<file path="src/fvsa_pkg.sv">
package fvsa_pkg;

  typedef struct packed {
    logic signed [15:0] flow_x;
    logic signed [15:0] flow_y;
  } flow_req_t;

  typedef struct packed {
    logic [7:0] speed_code;
    logic [7:0] angle_code;
  } flow_res_t;

  // CORDIC datapath word: Q7.8 input scaled by 2^14 plus headroom for the gain
  localparam int CORDIC_W = 34;
  localparam int PRESCALE_SHIFT = 14;
  localparam int ATAN_LEN = 24;

  typedef struct packed {
    logic signed [CORDIC_W-1:0] cx;
    logic signed [CORDIC_W-1:0] cy;
    logic [31:0]                z;
    logic                       y_zero;
    logic                       x_neg;
    logic                       y_neg;
  } cord_t;

  // Binary angle: 2^32 is one full turn
  localparam logic [31:0] ATAN_TAB [ATAN_LEN] = '{
    32'h20000000, 32'h12E4051E, 32'h09FB385B, 32'h051111D4,
    32'h028B0D43, 32'h0145D7E1, 32'h00A2F61E, 32'h00517C55,
    32'h0028BE53, 32'h00145F2F, 32'h000A2F98, 32'h000517CC,
    32'h00028BE6, 32'h000145F3, 32'h0000A2F9, 32'h0000517C,
    32'h000028BE, 32'h0000145F, 32'h00000A2F, 32'h00000517,
    32'h0000028B, 32'h00000145, 32'h000000A2, 32'h00000051
  };

  localparam logic [31:0] HALF_TURN     = 32'h8000_0000;
  localparam logic [31:0] QUARTER_TURN  = 32'h4000_0000;
  localparam logic [31:0] THREE_QUARTER = 32'hC000_0000;
  localparam logic [31:0] JUST_BELOW_PI = 32'h7FFF_FFFF;

  localparam logic [7:0] ANGLE_ZERO = 8'd127;
  localparam logic [7:0] ANGLE_PI   = 8'd255;
  localparam logic [7:0] SPEED_MAX  = 8'd255;

  // Integer square root of a 16-bit radicand, two steps per cell
  localparam int SQRT_CELLS = 4;
  localparam int SQRT_STEPS = 2;
  localparam int SQRT_TOP_BIT = 14;

  typedef struct packed {
    logic [15:0] rem;
    logic [15:0] root;
    logic        sat;
  } sqrt_t;

  // Edges from accept to a finished speed code at the sqrt chain output
  localparam int SPEED_LATENCY = 3 + SQRT_CELLS;

endpackage

</file>
<file path="src/fvsa_sqrt_cell.sv">
module fvsa_sqrt_cell #(
  parameter int CELL = 0
) (
  input  logic            clk,
  input  fvsa_pkg::sqrt_t in_st,
  output fvsa_pkg::sqrt_t out_st
);

  fvsa_pkg::sqrt_t st_r;
  fvsa_pkg::sqrt_t st_nxt;

  // Restoring square root, two result bits per cell
  always_comb begin
    logic [15:0] rem_v;
    logic [15:0] res_v;
    logic [15:0] bit_v;
    logic [16:0] trial;
    rem_v = in_st.rem;
    res_v = in_st.root;
    for (int j = 0; j < fvsa_pkg::SQRT_STEPS; j++) begin
      bit_v = 16'(1) << (fvsa_pkg::SQRT_TOP_BIT - 2 * (CELL * fvsa_pkg::SQRT_STEPS + j));
      trial = {1'b0, res_v} + {1'b0, bit_v};
      if ({1'b0, rem_v} >= trial) begin
        rem_v = rem_v - trial[15:0];
        res_v = (res_v >> 1) + bit_v;
      end else begin
        res_v = res_v >> 1;
      end
    end
    st_nxt.rem  = rem_v;
    st_nxt.root = res_v;
    st_nxt.sat  = in_st.sat;
  end

  always_ff @(posedge clk) begin
    st_r <= st_nxt;
  end

  assign out_st = st_r;

endmodule

</file>
<file path="config.mk">
export PLATFORM = sky130hd
export DESIGN_NAME = fvsa_sqrt_cell
export DESIGN_NICKNAME = d
export VERILOG_FILES = /design/src/fvsa_pkg.sv /design/src/fvsa_sqrt_cell.sv
export SDC_FILE = /design/constraint.sdc
export NUM_CORES = 1
export LEC_CHECK = 0
export BUFFER_PORTS_ARGS = -buffer_cell sky130_fd_sc_hd__buf_4
export CAP_MARGIN = 30
export CORE_MARGIN = 2
export CORE_UTILIZATION = 45
export CTS_BUF_LIST = sky130_fd_sc_hd__clkbuf_8
export DETAILED_ROUTE_END_ITERATION = 8
export PLACE_DENSITY = 0.77
export SETUP_SLACK_MARGIN = 0.1
export SLEW_MARGIN = 10
export SYNTH_ARGS = -nofsm -noshare
export SYNTH_HDL_FRONTEND = slang
export SYNTH_SLANG_ARGS = --single-unit
</file>
<file path="constraint.sdc">
create_clock -name clk -period 5.1 [get_ports clk]
set_input_delay 0.51 -clock clk [delete_from_list [all_inputs] [get_ports clk]]
set_output_delay 0.51 -clock clk [all_outputs]
set_load 0.005 [all_outputs]
</file>
; ---- Yosys cells after proc, flatten, opt, wreduce, memory -nomap -nowiden
; Index checks and enable logic that the tools add are counted.
[totals]
regBits = 33
inputBits = 34
out_inout_bits = 33
[op_classes]
n_addsub = 6
order_cmp = 2
muxes = 4
[ops]
columns = operator, n
row1 = 2-to-1 mux 16 bit, 3
row2 = >= comparator 16 x 17 -> 1 bit, 2
row3 = subtractor 16 bit, 2
row4 = adder 16 x 13 -> 17 bit (second input constant), 1
row5 = adder 16 x 15 -> 17 bit (second input constant), 1
row6 = adder 15 x 13 -> 16 bit (second input constant), 1
row7 = adder 15 x 15 -> 16 bit (second input constant), 1
row8 = 2-to-1 mux 15 bit, 1

; ---- Logic depth before layout (Yosys ltp)
[depth]
word_depth = 6
depth_mapped = 19
depth_no_buf = 19

; ---- Worst setup path after synthesis
; Ideal clock, no wire load.
[synth_timing]
path_kind = input to register
startpoint = in in_st[7] (netlist name)
endpoint = reg st_r, in the netlist out_st[27]
arrival_time_ps = 4385
t_required_ps = 4979
path_slack_ps = 594
path_stages = 16
path_buffers = 1
path_cell_list = inv_1 > ha_1 > a2111o_1 > o21ai_2 > a31oi_2 > a21bo_4 > inv_2 > mux2_2 > ha_1 > nor2b_1 > o31a_1 > o41a_1 > a21oi_1 > a2bb2oi_2 > buf_4 > mux2_2
[synth_rtl]
columns = item, line_no
row1 = start: declaration, fvsa_sqrt_cell.sv:5  ; input fvsa_pkg::sqrt_t in_st,
row2 = end signal: assignment, fvsa_sqrt_cell.sv:36  ; st_r <= st_nxt;
row3 = end: declaration, fvsa_sqrt_cell.sv:9  ; fvsa_pkg::sqrt_t st_r;

==> impl_metrics.py <==
metrics = {
    "floorplan": {
        "ios": 67,
        "std_cell_rows": 29,
        "die-area_mm2": 0.00714,
        "floorplan.initialDensity_pct": 46.2,
        "die_h_um": 84.5,
        "die_w_um": 84.5,
        "core_mm2": 0.00631,
    },
    "final_layout": {
        "syn_to_final_growth_pct": 24.1,
        "num_antenna_cells": 0,
        "fillers": 579,
        "final-seq-area_um2": 661,
        "drive_gt1_share_pct": 27.7,
        "multi_input_area_mm2": 0.00210,
        "largest_reg_flops": 33,
        "nets": 476,
    },
    "worst_setup_path": {
        "startpoint_type": "input port",
        "crit_slowest_cell": "fa_1",
        "criticalPathCategory": "in2reg",
        "cp_cell_sequence": "buf_4 > inv_1 > ha_1 > a2111oi_0 > nor4_1 > o21ai_2 > a31oi_2 > a21bo_4 > inv_2 > mux2_2 > ha_1 > inv_1 > fa_1 > a211oi_1 > o21ai_0 > a2111o_1 > a31o_2 > a21oi_1 > xnor2_1 > mux2_2",
        "max_stage_delay_ps": 460,
        "critPathMaxFanout": 8,
        "worstPathRequired_ps": 5270,
        "crit_path_end_kind": "flop",
        "critPathArrivalTime_ps": 4790,
    },
    "placed_design": {
        "place_congestion": 0.878,
        "dp_hpwl_um": 6090,
        "io_buffers": 66,
    },
    "route": {
        "routed_wl_um": 7320,
        "dr.pass1.iters": 5,
        "antenna_left": 0,
        "drt_iter0_drc": 141,
        "vias": 2698,
        "viasPerCell": 5.61,
        "routedWlPerCell_um": 15.2,
        "drc": 0,
    },
    "power": {
        "p_leak_nw": 1.71,
        "ir_drop_mv": 0.215,
        "power_density_mw_per_mm2": 366,
    },
    "sta": {
        "fin_crit_sh_pct": 90.5,
        "tns_ps": 0,
        "tightest_slew_ps": 362,
        "maxSlewViolCount": 0,
        "fin_crit_ps": 4620,
        "maxSlewHeadroom_pct": 75.2,
        "final-hold-violation-count": 0,
        "setup_viol": 0,
        "timing.hold.ws_ps": 324,
        "fmax_ghz": 0.217,
        "rsz0062_at_grt": "no",
    },
    "grt": {
        "grt_max_degree": 23,
        "grt_antenna_before_repair": 0,
        "grt_pass1_vias": 2571,
        "grt_first_pass_wirelength_um": 12100,
        "grt_overflow": 0,
        "grtUsageTotal_pct": 20.8,
    },
    "yosys": {
        "async_reset_ff_share_pct": 0,
        "synth_commonest_cells": "36 x ha_1, 33 x dfxtp_1, 28 x inv_1",
        "yosysTopAreaCell": "dfxtp_1",
        "avgSynthCellArea_um2": 8.83,
        "yosys.cell_count.top_type": "ha_1",
        "syn-num-nets": 403,
        "ys_seq_area_share_pct": 22.7,
        "yosys-top-cells-area": "dfxtp_1 23%, ha_1 15%, mux2_4 7.2%",
        "yosysWarnings": 0,
        "syn_area_mm2": 0.00291,
        "synth_flop_cell": "dfxtp_1",
        "synth-seq-cells": 33,
        "netlist.area_leader.share_pct": 22.7,
        "synth.distinct_cells": 50,
        "synth_edf_count": 0,
        "synthCells": 330,
    },
    "run": {
        "max_cap_violations": 0,
    },
    "min_path": {
        "worstHoldPathType": "in2reg",
    },
    "clocking": {
        "cts_sinks": 33,
        "ctsResizeCount": 0,
        "post_cts_buffers": 0,
        "clk_path_buf_depth": 2,
        "postCtsHoldBufs": 0,
        "root_buffer": "clkbuf_8",
        "clkSlewWorstSetupHoldPaths_ps": 60,
        "cts_made_buffers": 5,
        "cts_tree": "done",
        "cts_max_level": 2,
    },
    "run_status": {
        "status": "completed",
    },
}
## final cells by class
type,count,share of cell area [%]
well taps,77,2.66
inverters,29,3.01
flip-flops and latches,33,18.3
clock buffers,7,2.66
clock inverters,1,0.138
repair buffers,71,15.1
multi-input cells,263,58.2
## cell families after synthesis
kind of cell             share of synthesized area [%]
multiplexers                                      12.5
flip-flops                                        22.7
buffers and inverters                             5.11
AO/OA/AOI/OAI                                     22.0
XOR/XNOR                                          8.12
adder cells (fa/ha/maj)                           17.5
AND/OR/NAND/NOR                                   12.1
## where the power goes
group | switching (mW) | leakage (nW) | total, mW | internal (mW)
combinational | 0.345 | 1.38 | 0.750 | 0.405
clock | 0.0923 | 0.0542 | 0.214 | 0.122
sequential | 0.0208 | 0.278 | 0.361 | 0.340
## critical path, delay by kind of cell
family	cells	cell delay, ps
multiplexers	2	450
adder cells (fa/ha/maj)	3	940
XOR/XNOR	1	80
AND/OR/NAND/NOR	1	100
AO/OA/AOI/OAI	9	2280
buffers and inverters	4	430
## layer usage
| metal | vias to the layer above | wire, µm | GRT usage, % |
|---|---|---|---|
| li1 | 1345 | - | - |
| met1 | 1239 | 3190 | 26.5 |
| met2 | 97 | 3590 | 35.6 |
| met3 | 17 | 373 | 3.15 |
| met4 | 0 | 161 | 7.65 |
| met5 | - | 0 | 0 |
## cells in the final DEF (no fill, tap or decap), types with 2 or more instances in the layout
cell	Yosys	layout
o21a_1	7	7
nor2b_1	3	3
a2111oi_0	2	2
buf_4	1	70
a21oi_1	18	18
ha_1	36	36
nand4_1	5	5
a31oi_1	6	6
clkbuf_8	0	7
nor2_1	26	26
a211oi_1	9	9
o21ai_0	19	19
mux2i_1	2	2
nor3_1	10	10
mux2_4	14	14
nor4_1	2	2
nand3_1	3	3
o31a_1	2	2
xor2_1	8	8
mux2_2	12	12
o41ai_1	3	3
xnor2_1	19	19
nand2b_1	3	3
nand2_1	22	22
a2111o_1	2	2
a21o_1	9	9
fa_1	3	3
dfxtp_1	33	33
inv_1	28	28
## worst paths after layout
kind	start	end	cells past startpoint
setup / recovery	in_st[7]	out_st[29]	20
hold / removal	in_st[0]	out_st[0]	1
## metrics by stage
step                      instances  setup slack [ps]  util (%)  total power [mW]  instance area (µm²)
after detailed placement        473               229      55.7              1.11                 3520
after CTS                       481               505      57.3              1.33                 3620
after global placement          473               337      55.7              1.10                 3520
final                           481               485      57.3              1.32                 3620
after floorplan                 330               594         -             0.861                 2910
after global routing            481               221      57.3              1.42                 3620
(Power assumes the default switching activity.)
