<file path="src/fvsa_pkg.sv">
package fvsa_pkg;

  typedef struct packed {
    logic signed [15:0] flow_x;
    logic signed [15:0] flow_y;
  } flow_req_t;

  typedef struct packed {
    logic [7:0] speed_code;
    logic [7:0] angle_code;
  } flow_res_t;

  // CORDIC datapath word: Q7.8 input scaled by 2^14 plus headroom for the gain
  localparam int CORDIC_W = 34;
  localparam int PRESCALE_SHIFT = 14;
  localparam int ATAN_LEN = 24;

  typedef struct packed {
    logic signed [CORDIC_W-1:0] cx;
    logic signed [CORDIC_W-1:0] cy;
    logic [31:0]                z;
    logic                       y_zero;
    logic                       x_neg;
    logic                       y_neg;
  } cord_t;

  // Binary angle: 2^32 is one full turn
  localparam logic [31:0] ATAN_TAB [ATAN_LEN] = '{
    32'h20000000, 32'h12E4051E, 32'h09FB385B, 32'h051111D4,
    32'h028B0D43, 32'h0145D7E1, 32'h00A2F61E, 32'h00517C55,
    32'h0028BE53, 32'h00145F2F, 32'h000A2F98, 32'h000517CC,
    32'h00028BE6, 32'h000145F3, 32'h0000A2F9, 32'h0000517C,
    32'h000028BE, 32'h0000145F, 32'h00000A2F, 32'h00000517,
    32'h0000028B, 32'h00000145, 32'h000000A2, 32'h00000051
  };

  localparam logic [31:0] HALF_TURN     = 32'h8000_0000;
  localparam logic [31:0] QUARTER_TURN  = 32'h4000_0000;
  localparam logic [31:0] THREE_QUARTER = 32'hC000_0000;
  localparam logic [31:0] JUST_BELOW_PI = 32'h7FFF_FFFF;

  localparam logic [7:0] ANGLE_ZERO = 8'd127;
  localparam logic [7:0] ANGLE_PI   = 8'd255;
  localparam logic [7:0] SPEED_MAX  = 8'd255;

  // Integer square root of a 16-bit radicand, two steps per cell
  localparam int SQRT_CELLS = 4;
  localparam int SQRT_STEPS = 2;
  localparam int SQRT_TOP_BIT = 14;

  typedef struct packed {
    logic [15:0] rem;
    logic [15:0] root;
    logic        sat;
  } sqrt_t;

  // Edges from accept to a finished speed code at the sqrt chain output
  localparam int SPEED_LATENCY = 3 + SQRT_CELLS;

endpackage

</file>
<file path="src/fvsa_cordic_cell.sv">
module fvsa_cordic_cell #(
  parameter int SHIFT = 0
) (
  input  logic            clk,
  input  logic            rst_n,
  input  logic            in_vld,
  input  fvsa_pkg::cord_t in_st,
  output logic            out_vld,
  output fvsa_pkg::cord_t out_st
);

  logic            vld_r;
  fvsa_pkg::cord_t st_r;
  fvsa_pkg::cord_t st_nxt;

  // One vectoring micro-rotation: drive y toward zero
  always_comb begin
    logic signed [fvsa_pkg::CORDIC_W-1:0] dx;
    logic signed [fvsa_pkg::CORDIC_W-1:0] dy;
    dx = in_st.cy >>> SHIFT;
    dy = in_st.cx >>> SHIFT;
    st_nxt = in_st;
    if (!in_st.cy[fvsa_pkg::CORDIC_W-1]) begin
      st_nxt.cx = in_st.cx + dx;
      st_nxt.cy = in_st.cy - dy;
      st_nxt.z  = in_st.z + fvsa_pkg::ATAN_TAB[SHIFT];
    end else begin
      st_nxt.cx = in_st.cx - dx;
      st_nxt.cy = in_st.cy + dy;
      st_nxt.z  = in_st.z - fvsa_pkg::ATAN_TAB[SHIFT];
    end
  end

  always_ff @(posedge clk) begin
    if (!rst_n) begin
      vld_r <= 1'b0;
    end else begin
      vld_r <= in_vld;
    end
  end

  always_ff @(posedge clk) begin
    st_r <= st_nxt;
  end

  assign out_vld = vld_r;
  assign out_st  = st_r;

endmodule

</file>
<file path="config.mk">
export PLATFORM = sky130hd
export DESIGN_NAME = fvsa_cordic_cell
export DESIGN_NICKNAME = d
export VERILOG_FILES = /design/src/fvsa_pkg.sv /design/src/fvsa_cordic_cell.sv
export SDC_FILE = /design/constraint.sdc
export NUM_CORES = 1
export LEC_CHECK = 0
export CAP_MARGIN = 5
export CORE_MARGIN = 8
export CORE_UTILIZATION = 35
export CTS_BUF_LIST = sky130_fd_sc_hd__clkbuf_8 sky130_fd_sc_hd__clkbuf_16
export CTS_CLUSTER_SIZE = 25
export DETAILED_ROUTE_END_ITERATION = 6
export DONT_BUFFER_PORTS = 1
export HOLD_SLACK_MARGIN = 0.12
export PLACE_DENSITY_LB_ADDON = 0.25
export SYNTH_ARGS = -nofsm -noshare
export SYNTH_HDL_FRONTEND = slang
export SYNTH_SLANG_ARGS = --single-unit
export TNS_END_PERCENT = 20
</file>
<file path="constraint.sdc">
create_clock -name clk -period 6.8 [get_ports clk]
set_clock_uncertainty 0.15 [all_clocks]
set_input_delay 2.04 -clock clk [delete_from_list [all_inputs] [get_ports clk]]
set_output_delay 2.04 -clock clk [all_outputs]
set_load 0.03 [all_outputs]
</file>
# Word-level counts from Yosys, hierarchy flattened
# Cells that the tools add are included.
dict set report totals {
  register_bits 104
  latch_bits 0
  mem_bits_rw 0
  romBits 0
  out_inout_bits 104
  n_memories 0
}
dict set report classes {
  n_addsub 5
  n_mul 0
  n_div 0
  order_cmp 0
  n_eq_ne 0
  shifts 0
  muxes 1
  bitwise 0
  reduce_logical 0
}
# op n
set op_table {}
lappend op_table {{100-bit two-way mux} 1}
lappend op_table {{34-bit subtractor} 2}
lappend op_table {{34-bit adder} 1}
lappend op_table {{32-bit by 30-bit adder with 32-bit output (second input constant)} 1}
lappend op_table {{32-bit by 30-bit subtractor with 32-bit output (second input constant)} 1}

# Depth between registers and ports, before layout
# Gate-level depths: netlist (run 1).
dict set report depth {
  word_depth 2
  depth_mapped 12
  mapped_depth_nobuf 11
}

# Least setup slack after synthesis (run 1)
# Ideal clock, no wire load.
dict set report synth_path {
  kind {input -> register}
  startpoint {input port in_st[35] in the netlist's numbering}
  endpoint {register st_r, in the netlist out_st[67]}
  setup_time_ns 0.072
  arrival_time_ns 4.191
  t_required_ns 6.578
  path_slack_ns 2.387
  stages 10
  cell_sequence {ha_1 -> fa_1 -> and2b_4 -> o211ai_2 -> a32oi_4 -> a311oi_2 -> nor3_2 -> o311a_1 -> a31oi_1 -> xnor2_1}
}
# item line
set synth_rtl {}
lappend synth_rtl {{start: declaration} fvsa_cordic_cell.sv:7} ;# input fvsa_pkg::cord_t in_st,
lappend synth_rtl {{end signal: assignment} fvsa_cordic_cell.sv:43} ;# st_r <= st_nxt;
lappend synth_rtl {{end: declaration} fvsa_cordic_cell.sv:13} ;# fvsa_pkg::cord_t st_r;

==> results of run 1 <==
## metrics by stage
step / std cells / worst slack [ns]
global route: 1360 / 1.881
global placement: 1344 / 1.712
finish: 1360 / 2.037
floorplan: 1061 / 2.387
detailed placement: 1344 / 1.782
CTS: 1360 / 2.147
## cell usage after synthesis (4+ instances only)
| cell | number |
|---|---|
| sky130_fd_sc_hd__nand4_1 | 17 |
| sky130_fd_sc_hd__a31oi_1 | 17 |
| sky130_fd_sc_hd__inv_1 | 110 |
| sky130_fd_sc_hd__nor2_1 | 88 |
| sky130_fd_sc_hd__nand2b_1 | 10 |
| sky130_fd_sc_hd__a21oi_1 | 103 |
| sky130_fd_sc_hd__nor3_1 | 21 |
| sky130_fd_sc_hd__o22ai_1 | 4 |
| sky130_fd_sc_hd__o211ai_1 | 10 |
| sky130_fd_sc_hd__buf_4 | 4 |
| sky130_fd_sc_hd__o31a_1 | 5 |
| sky130_fd_sc_hd__a211oi_1 | 10 |
| sky130_fd_sc_hd__inv_2 | 7 |
| sky130_fd_sc_hd__nand2_1 | 47 |
| sky130_fd_sc_hd__ha_1 | 100 |
| sky130_fd_sc_hd__o21bai_1 | 20 |
| sky130_fd_sc_hd__and2_1 | 5 |
| sky130_fd_sc_hd__nand3_1 | 23 |
| sky130_fd_sc_hd__nor4_1 | 8 |
| sky130_fd_sc_hd__mux2i_1 | 19 |
| sky130_fd_sc_hd__o2111ai_1 | 4 |
| sky130_fd_sc_hd__o31ai_1 | 18 |
| sky130_fd_sc_hd__clkbuf_1 | 18 |
| sky130_fd_sc_hd__and3_1 | 4 |
| sky130_fd_sc_hd__o21ai_0 | 69 |
| sky130_fd_sc_hd__o21a_1 | 12 |
| sky130_fd_sc_hd__dfxtp_1 | 103 |
| sky130_fd_sc_hd__nor2b_1 | 8 |
| sky130_fd_sc_hd__buf_6 | 9 |
| sky130_fd_sc_hd__o21ai_1 | 11 |
| sky130_fd_sc_hd__fa_1 | 4 |
| sky130_fd_sc_hd__or3_1 | 8 |
| sky130_fd_sc_hd__xnor2_1 | 58 |
| sky130_fd_sc_hd__buf_2 | 12 |
| sky130_fd_sc_hd__a21o_1 | 14 |
## area by class of cell
| class | instances | area share, % |
|---|---|---|
| clock inverter | 7 | 0.5213 |
| timing repair buffer | 4 | 0.3381 |
| inverter | 117 | 4.945 |
| clock buffer | 9 | 2.536 |
| sequential | 103 | 23.22 |
| multi-input combinational | 796 | 63.88 |
| tap | 324 | 4.565 |
## flip-flops by register name, indices dropped and copies added, names as in the netlist
register	flops
out_st	102
out_vld	1
## per-layer routing
layer,GRT usage (%),vias to the layer above,wire length (um)
met4,5.444,0,550
met3,4.958,40,2681
met1,26.22,3684,13300
met2,30.93,377,13250
li1,-,3689,-
met5,0,-,0
## critical path: stages
cell	delay, ns
sky130_fd_sc_hd__inv_1	0.02
sky130_fd_sc_hd__ha_1	0.50
sky130_fd_sc_hd__nor2_1	0.41
sky130_fd_sc_hd__nand2_1	0.13
sky130_fd_sc_hd__nor3_1	0.51
sky130_fd_sc_hd__a31oi_1	0.17
sky130_fd_sc_hd__o31ai_1	0.20
sky130_fd_sc_hd__o21ai_0	0.27
sky130_fd_sc_hd__a31o_2	0.33
sky130_fd_sc_hd__xnor2_1	0.27
## cell families after synthesis
kind of cell | after synthesis
muxes | 20
AOI/OAI and AO/OA | 350
xor gates and xnor gates | 61
DFF | 103
adders and majority gates | 104
and+or+nand+nor | 261
buffers and inverters | 162
## final timing paths
kind	end	from	slack (ns)
min	out_st[9]$_DFF_P_	in_st[9]	1.55
max	out_st[56]$_DFF_P_	in_st[49]	2.04
## cells in the final DEF (no fill, tap or decap), drive strengths merged, types with 6 or more instances in the layout
cell / synthesis / routed
xnor2: 58 / 58
a21oi: 106 / 106
a211oi: 13 / 13
o21ai: 80 / 80
nor2: 89 / 89
o211ai: 12 / 12
dfxtp: 103 / 103
nand2b: 10 / 10
nand4: 17 / 17
or3: 8 / 8
o21a: 12 / 12
nand2: 47 / 47
nor4: 8 / 8
nor2b: 8 / 8
ha: 100 / 100
o31ai: 18 / 18
mux2i: 19 / 19
inv: 117 / 122
and2: 6 / 6
o21bai: 20 / 20
a21o: 15 / 15
nor3: 24 / 24
a31oi: 17 / 17
nand3: 23 / 23
clkbuf: 19 / 9
## power breakdown
| group | leakage, nW | internal, mW | switching (mW) | total [mW] |
|---|---|---|---|---|
| Combinational | 2.79 | 0.229 | 0.402 | 0.631 |
| Clock | 0.139 | 0.250 | 0.262 | 0.512 |
| Sequential | 0.869 | 0.713 | 0.272 | 0.986 |
| Total | 3.79 | 1.19 | 0.937 | 2.13 |
==> results.txt, run 1 <==
----------------------------------------------------
[Global route]
  Final global-route overflow total ... 0
  Pin count of the biggest net entering global routing ... between 70 and 80
  First-pass GRT wire length ... approximately 45000 um
  Combined global-route utilization of all metal layers ... 19.65%
  Number of antenna violations at the first check in global routing ... 0
  Vias in the first global route ... 7445

[Routing]
  Detailed Route WL ... between 20000 and 30000 um
  Detailed-route wire length per cell ... 21.89 um
  Number of violations reported at the end of detailed-routing iteration 0 ... 842
  Vias after detailed routing ... slightly below 8000
  Post-DRT Antenna Nets ... 0
  Vias per inst ... 5.728
  Number of remaining DRC errors ... 0
  Router iterations before antenna repair ... 6

[Layout]
  Multi-input gate area in the final layout ... around 5700 sq um
  Total non-filler cell area in the finished layout ... 8881 sq um
  Utilization after layout ... ~37%
  Final antenna diode count ... 0
  Count of nets after finishing ... 1241
  Filler cell count in the final layout ... 2540
  Share of layout cells above drive strength 1 ... around 5.6%
  Register cell area after layout ... 2062 sq um
  Signed area change from the synthesized netlist to the final layout ... 5.093%

[Placed design]
  Total cell area at the placement stage ... ~8600 sq um
  Final RePlAce weighted congestion ... 0.9278
  Sum of net half-perimeters after detailed placement ... 23820 um
  Port-buffer cells ... 0

[Power]
  Worst ir drop on vdd ... 0.1132 mV
  Lkg Pwr ... ~3.8 nW
  Total power density per cell area ... roughly 240 nW/um^2
  Overall power ... 2.129 mW

[Synthesis]
  Combinational family with the most area after synthesis ... compound AO/OA/AOI/OAI gates
  Mux cell area share after synthesis ... 2.384%
  Compound-Gate Fraction of Synth Area ... a little over a quarter
  Main flop type after synthesis ... sky130_fd_sc_hd__dfxtp_1
  Fraction of the mapped netlist area in simple logic gates ... ~15%
  Count of unique library cells instantiated by Yosys ... about 80
  Top cells by area in the synthesized netlist ... sky130_fd_sc_hd__dfxtp_1 (24%), sky130_fd_sc_hd__ha_1 (15%), sky130_fd_sc_hd__a21oi_1 (6.1%)
  Number of instances in the synthesized netlist ... ~1100
  Seq/Total Area, Yosys ... between 20 and 25%
  Area of the mapped netlist ... between 8000 and 9000 sq um
  Number of synthesized register bits ... approximately 100
  Avg Inst Size Synth ... 7.965 sq um
  EDFF count, synth ... 0
  Largest area contributor in the netlist ... sky130_fd_sc_hd__dfxtp_1
  Post-synthesis xor/xnor area fraction ... 6.322%
  Top cell type's share of synthesized area ... approximately 24%
  Syn. warnings ... 0
  Post-Synthesis Net Count ... about 1300
  Adder-cell area share of the yosys netlist ... 15.75%
  Share of async-settable or async-resettable flops after synthesis ... 0%

[STA]
  Worst slew margin relative to its limit ... between 30% and 40%
  Minimum clock period ... ~4.8 ns
  Final setup fails ... 0
  Hold violation count in the final report ... 0
  Fraction of the cycle the final worst path needs ... a little over two thirds
  Max Clock Freq ... 210.0 MHz
  Post-Route Hold Slack ... 1.552 ns
  Tightest Pin Transition ... ~0.95 ns
  Final total negative setup slack ... 0 ns
  Unrepaired setup endpoints after global routing ... false
  Fin. max-slew vios ... 0

[Clocking]
  # H-tree levels ... 3
  Count of hold-fix buffers inserted at cts ... 0
  Clock sink total ... 103
  Clock tree root driver cell ... sky130_fd_sc_hd__clkbuf_16
  Cts bufs inserted ... 9
  Post-CTS sizing ... 0
  Clock transition time at the flip-flop clock pins of the worst setup and hold paths ... ~0.080 ns
  Post CTS Setup Buffer Count ... 0
  CTS tree ... built
  Deepest clock path buffer count ... 2

[Die]
  Die width ... between 150 and 200 um
  Initial core utilization ... 35.16%
  Area of the die ... slightly below 30000 sq um
  Die boundary height ... between 150 and 200 um
  Core Area ... about 24000 sq um
  Count of pins on the block boundary ... 210
  Count of standard-cell rows ... 57

[Critical path]
  Data arrival, critical path ... 4.87 ns
  Endpoint kind of the worst setup timing path ... flip-flop
  Startpoint kind of the worst setup timing path ... input port
  Category of the most critical setup path ... input port to flip-flop
  Worst path required time ... 6.90 ns
  CP max FO ... 17

[Job]
  Max-cap viol count ... 0

[Worst hold path]
  Number of cells on the worst hold path ... 0
  Type of the worst min-delay path ... input port to flip-flop

[Status]
  Status ... finished, final reports clean

----------------------------------------------------
(Power assumes the default switching activity.)
==> inputs of run 2 (changes only) <==
Clock period 6.8 ns to 4.3 ns, I/O delays scaled along.
==> results.txt, run 2 (synthesized netlist as in run 1, its figures left out) <==
----------------------------------------------------
[STA]
  Unrepaired setup endpoints after global routing ... false
  Fraction of the cycle the final worst path needs ... 89.88%
  Fin. max-slew vios ... 0
  Worst slew margin relative to its limit ... about 36%
  Hold violation count in the final report ... 0
  Tightest Pin Transition ... just under 1 ns
  Fin worst setup slack ... between 0.4 and 0.5 ns
  Final total negative setup slack ... 0 ns
  Minimum clock period ... 3.865 ns
  Post-Route Hold Slack ... ~0.8 ns
  Max Clock Freq ... approximately 260 MHz
  Final setup fails ... 0

[Die]
  Initial core utilization ... between 30% and 40%
  Count of pins on the block boundary ... between 200 and 250
  Core Area ... around 24000 sq um
  Area of the die ... between 20000 and 30000 sq um
  Die width ... between 150 and 200 um
  Die boundary height ... around 170 um
  Count of standard-cell rows ... 57

[Routing]
  Detailed Route WL ... 29900 um
  Detailed-route wire length per cell ... ~21 um
  Vias per inst ... between 5 and 6
  Router iterations before antenna repair ... 5
  Number of remaining DRC errors ... 0
  Vias after detailed routing ... 7812
  Post-DRT Antenna Nets ... 0
  Number of violations reported at the end of detailed-routing iteration 0 ... 646

[Global route]
  Final global-route overflow total ... 0
  Vias in the first global route ... 7777
  First-pass GRT wire length ... about 45000 um
  Combined global-route utilization of all metal layers ... roughly 20%
  Pin count of the biggest net entering global routing ... 75
  Number of antenna violations at the first check in global routing ... 1

[Power]
  Total power density per cell area ... roughly 380 nW/um^2
  Switching portion of total power ... 42.12%
  Worst ir drop on vdd ... between 0.15 and 0.2 mV
  Relative contribution of combinational cells to total power ... 29.8%
  Internal power contribution ... between 2 and 2.5 mW
  Power spent charging and discharging nets ... roughly 1.5 mW
  Relative contribution of sequential cells to total power ... between 40 and 50%
  Clock power share ... around 26%
  Lkg Pwr ... around 4 nW

[Clocking]
  Count of hold-fix buffers inserted at cts ... 0
  # H-tree levels ... 3
  Post CTS Setup Buffer Count ... 0
  Cts bufs inserted ... 9
  Deepest clock path buffer count ... 2
  Clock transition time at the flip-flop clock pins of the worst setup and hold paths ... 0.08 ns
  Post-CTS sizing ... 0
  Clock tree root driver cell ... sky130_fd_sc_hd__clkbuf_16
  CTS tree ... built
  Clock sink total ... 103

[Worst hold path]
  Number of cells on the worst hold path ... 0
  Hold path startpoint ... in_st[21]
  Type of the worst min-delay path ... input port to flip-flop

[Layout]
  Most common library cell in the layout ignoring fill and taps ... sky130_fd_sc_hd__inv_1
  Signed area change from the synthesized netlist to the final layout ... 9.431%
  Count of nets after finishing ... around 1300
  Filler cell count in the final layout ... 2508
  Most frequent cells in the layout ... sky130_fd_sc_hd__inv_1 (109), sky130_fd_sc_hd__a21oi_1 (103), sky130_fd_sc_hd__dfxtp_1 (103)
  Share of layout cells above drive strength 1 ... 9.462%
  Max FFs per register ... ~100
  Total non-filler cell area in the finished layout ... a little over 9000 sq um

[Critical path]
  Stage delay of the slowest cell on the critical path ... 0.60 ns
  Endpoint kind of the worst setup timing path ... flip-flop
  Beginning of the critical path ... in_st[35]
  Data arrival, critical path ... 3.99 ns
  Startpoint kind of the worst setup timing path ... input port
  CP max FO ... 6
  Worst path required time ... 4.42 ns
  Category of the most critical setup path ... input port to flip-flop
  Critical-path cell list ... ha_1 -> fa_1 -> and2b_4 -> o211ai_2 -> a32oi_4 -> a311oi_1 -> o21a_1 -> a211o_2 -> a311oi_2 -> nor4b_2
  Highest-delay cell along the critical path ... sky130_fd_sc_hd__a311oi_1

[Placed design]
  Port-buffer cells ... 0
  Pre-CTS worst setup slack ... around 0.14 ns
  Final RePlAce weighted congestion ... roughly 0.92
  Total cell area at the placement stage ... around 8900 sq um
  Sum of net half-perimeters after detailed placement ... approximately 24000 um

[Status]
  Status ... finished, final reports clean

[Job]
  Max-cap viol count ... 0

----------------------------------------------------
run 2: cell count changes in the layout (fill, tap and decap cells not counted), sizes merged:
cell,change
buf,+42
clkbuf,+2
bufinv,+1
clkinv,-1
clkinvlp,-1
diode,+1
inv,-1
run 2: critical path: cells and delay by family:
| kind | cells | cell delay (ns) |
|---|---|---|
| and+or+nand+nor | 2 | 0.43 |
| AOI/OAI and AO/OA | 6 | 1.65 |
| adders and majority gates | 2 | 0.61 |
run 2: final timing paths:
check,to
max,out_st[61]$_DFF_P_
min,out_st[21]$_DFF_P_
run 2: power groups by stage:
stage / Clock (mW) / Combinational (mW) / Sequential (mW)
after floorplan: 0 / 0.749 / 1.54
after global placement: 0 / 1.03 / 1.59
after detailed placement: 0 / 1.02 / 1.59
after CTS: 0.934 / 1.03 / 1.57
after global routing: 0.962 / 1.14 / 1.58
final: 0.905 / 1.05 / 1.56
run 2: per-layer routing:
metal  vias to the layer above  global-route usage (%)  wire, um
met1                      3652                   25.38     12870
li1                       3770                       -         -
met5                         -                       0         0
met4                         0                   7.599       791
met2                       345                   31.48     13250
met3                        45                   5.210      2990
run 2: area by class of cell:
cell class | instances | area (sq um) | area share [%]
repair buffers | 46 | 345.3 | 3.734
inverters | 117 | 439.2 | 4.749
clock buffers | 11 | 252.7 | 2.733
flip-flops and latches | 103 | 2062 | 22.30
multi-input cells | 796 | 5673 | 61.34
clock inverters | 5 | 67.56 | 0.7306
diodes | 1 | 2.502 | 0.02706
well taps | 324 | 405.4 | 4.384
run 2: per-stage QoR:
step	std cells	total power, mW	utilization [%]
after global routing	1403	3.684	38.48
after floorplan	1061	2.288	-
after CTS	1402	3.533	38.47
after global placement	1386	2.619	37.13
after detailed placement	1386	2.611	37.13
final	1403	3.506	38.48
==> inputs of run 3 (changes only) <==
Settings changed: RECOVER_POWER from default to 100.
==> results.txt, run 3 (synthesized netlist as in run 1, its figures left out) <==
----------------------------------------------------
[Critical path]
  Category of the most critical setup path ... input port to flip-flop
  Worst path required time ... between 4 and 5 ns
  Endpoint kind of the worst setup timing path ... flip-flop
  Startpoint kind of the worst setup timing path ... input port
  CP max FO ... 6
  Data arrival, critical path ... 4.12 ns

[Clocking]
  Clock sink total ... around 100
  Post CTS Setup Buffer Count ... 0
  # H-tree levels ... 3
  CTS tree ... built
  Deepest clock path buffer count ... 2
  Cts bufs inserted ... 9
  Post-CTS sizing ... 0
  Count of hold-fix buffers inserted at cts ... 0
  Clock transition time at the flip-flop clock pins of the worst setup and hold paths ... 0.08 ns
  Clock tree root driver cell ... sky130_fd_sc_hd__clkbuf_16

[Power]
  Worst ir drop on vdd ... 0.1628 mV
  Total power density per cell area ... about 380 nW/um^2
  Lkg Pwr ... between 3 and 4 nW

[Routing]
  Number of violations reported at the end of detailed-routing iteration 0 ... 669
  Router iterations before antenna repair ... 7
  Vias per inst ... approximately 5.6
  Vias after detailed routing ... just under 8000
  Number of remaining DRC errors ... 0
  Detailed-route wire length per cell ... 21.30 um
  Detailed Route WL ... between 20000 and 30000 um
  Post-DRT Antenna Nets ... 0

[Layout]
  Max FFs per register ... a little over 100
  Final cell count without fillers ... 1403
  Count of nets after finishing ... roughly 1300
  Signed area change from the synthesized netlist to the final layout ... 8.691%
  Filler cell count in the final layout ... ~2500
  Share of layout cells above drive strength 1 ... 8.071%
  Most frequent cells in the layout ... sky130_fd_sc_hd__inv_1 (110), sky130_fd_sc_hd__a21oi_1 (103), sky130_fd_sc_hd__dfxtp_1 (103)
  Most common library cell in the layout ignoring fill and taps ... sky130_fd_sc_hd__inv_1

[Status]
  Status ... finished, violations left
  Failing checks ... max-capacitance violations, max-slew violations

[Global route]
  Vias in the first global route ... ~7800
  First-pass GRT wire length ... 45260 um
  Number of antenna violations at the first check in global routing ... 1
  Final global-route overflow total ... 0
  Pin count of the biggest net entering global routing ... 75
  Combined global-route utilization of all metal layers ... 19.83%

[STA]
  Tightest Pin Transition ... about 1.7 ns
  Final total negative setup slack ... 0 ns
  Hold violation count in the final report ... 0
  Minimum clock period ... 4.040 ns
  Unrepaired setup endpoints after global routing ... false
  Post-Route Hold Slack ... ~0.8 ns
  Fin. max-slew vios ... 44
  Fraction of the cycle the final worst path needs ... about 94%
  Max Clock Freq ... roughly 250 MHz
  Final setup fails ... 0
  Worst slew margin relative to its limit ... -10.78%

[Die]
  Area of the die ... 29370 sq um
  Core Area ... ~24000 sq um
  Count of pins on the block boundary ... 210
  Count of standard-cell rows ... 57
  Die boundary height ... 171.4 um
  Initial core utilization ... a little over a third
  Die width ... about 170 um

[Placed design]
  Placed cells ... 1386
  Sum of net half-perimeters after detailed placement ... approximately 24000 um
  Port-buffer cells ... 0
  Final RePlAce weighted congestion ... roughly 0.92

[Job]
  Max-cap viol count ... 1

[Worst hold path]
  Type of the worst min-delay path ... input port to flip-flop

----------------------------------------------------
-- run 3: changes by cell type in the layout (fill, tap and decap cells not counted), moves of 2 or more --
cell	delta
sky130_fd_sc_hd__buf_4	-7
sky130_fd_sc_hd__clkbuf_1	+6
sky130_fd_sc_hd__o21ai_0	+4
sky130_fd_sc_hd__o21ai_1	-4
sky130_fd_sc_hd__a211oi_1	+2
sky130_fd_sc_hd__a211oi_2	-2
sky130_fd_sc_hd__a311oi_1	+2
sky130_fd_sc_hd__a311oi_2	-2
sky130_fd_sc_hd__o211ai_1	+2
sky130_fd_sc_hd__o211ai_2	-2
-- run 3: power breakdown --
part	switching (mW)	total, mW	internal, mW	leakage (nW)
Combinational	0.634	1.03	0.398	2.96
Clock	0.411	0.906	0.495	0.159
Sequential	0.428	1.56	1.13	0.869
Total	1.47	3.49	2.02	3.99
-- run 3: area by class of cell --
type / count / area [sq um] / area share [%]
Tap cell: 324 / 405.4 / 4.414
Inverter: 117 / 439.2 / 4.781
Sequential cell: 103 / 2062 / 22.45
Antenna cell: 1 / 2.502 / 0.02724
Clock buffer: 11 / 252.7 / 2.752
Timing Repair Buffer: 46 / 322.8 / 3.515
Multi-Input combinational cell: 796 / 5633 / 61.33
Clock inverter: 5 / 67.56 / 0.7356
-- run 3: path summary, 6_finish.rpt --
kind / startpoint / end / slack, ns / cells after the start
worst max-delay path: in_st[35] / out_st[95]$_DFF_P_ / 0.26 / 10
worst min-delay path: in_st[21] / out_st[21]$_DFF_P_ / 0.80 / 0
-- run 3: metal layers --
metal / part of all wire, % / up-vias / global-route usage, %
li1: - / 3765 / -
met1: 43 / 3692 / 25.38
met2: 45 / 360 / 31.48
met3: 10 / 40 / 5.210
met4: 2.4 / 0 / 7.599
met5: 0 / - / 0
-- run 3: critical path: stages --
cell                       delay (ns)
sky130_fd_sc_hd__ha_1            0.21
sky130_fd_sc_hd__fa_1            0.41
sky130_fd_sc_hd__and2b_4         0.19
sky130_fd_sc_hd__o211ai_1        0.33
sky130_fd_sc_hd__a32oi_4         0.21
sky130_fd_sc_hd__a311oi_1        0.62
sky130_fd_sc_hd__o21a_1          0.30
sky130_fd_sc_hd__a211o_2         0.21
sky130_fd_sc_hd__a41oi_1         0.13
sky130_fd_sc_hd__xnor2_1         0.22
-- run 3: metrics by stage --
step / worst slack [ns] / power [mW] / util [%] / cell area, sq um
6_report: 0.2603 / 3.494 / 38.22 / 9185
3_5_place_dp: 0.1421 / 2.611 / 37.13 / 8925
3_3_place_gp: 0.2015 / 2.619 / 37.13 / 8925
5_1_grt: 0.1616 / 3.672 / 38.22 / 9185
2_1_floorplan: 0.6372 / 2.288 / - / 8451
4_1_cts: 0.5075 / 3.533 / 38.47 / 9245
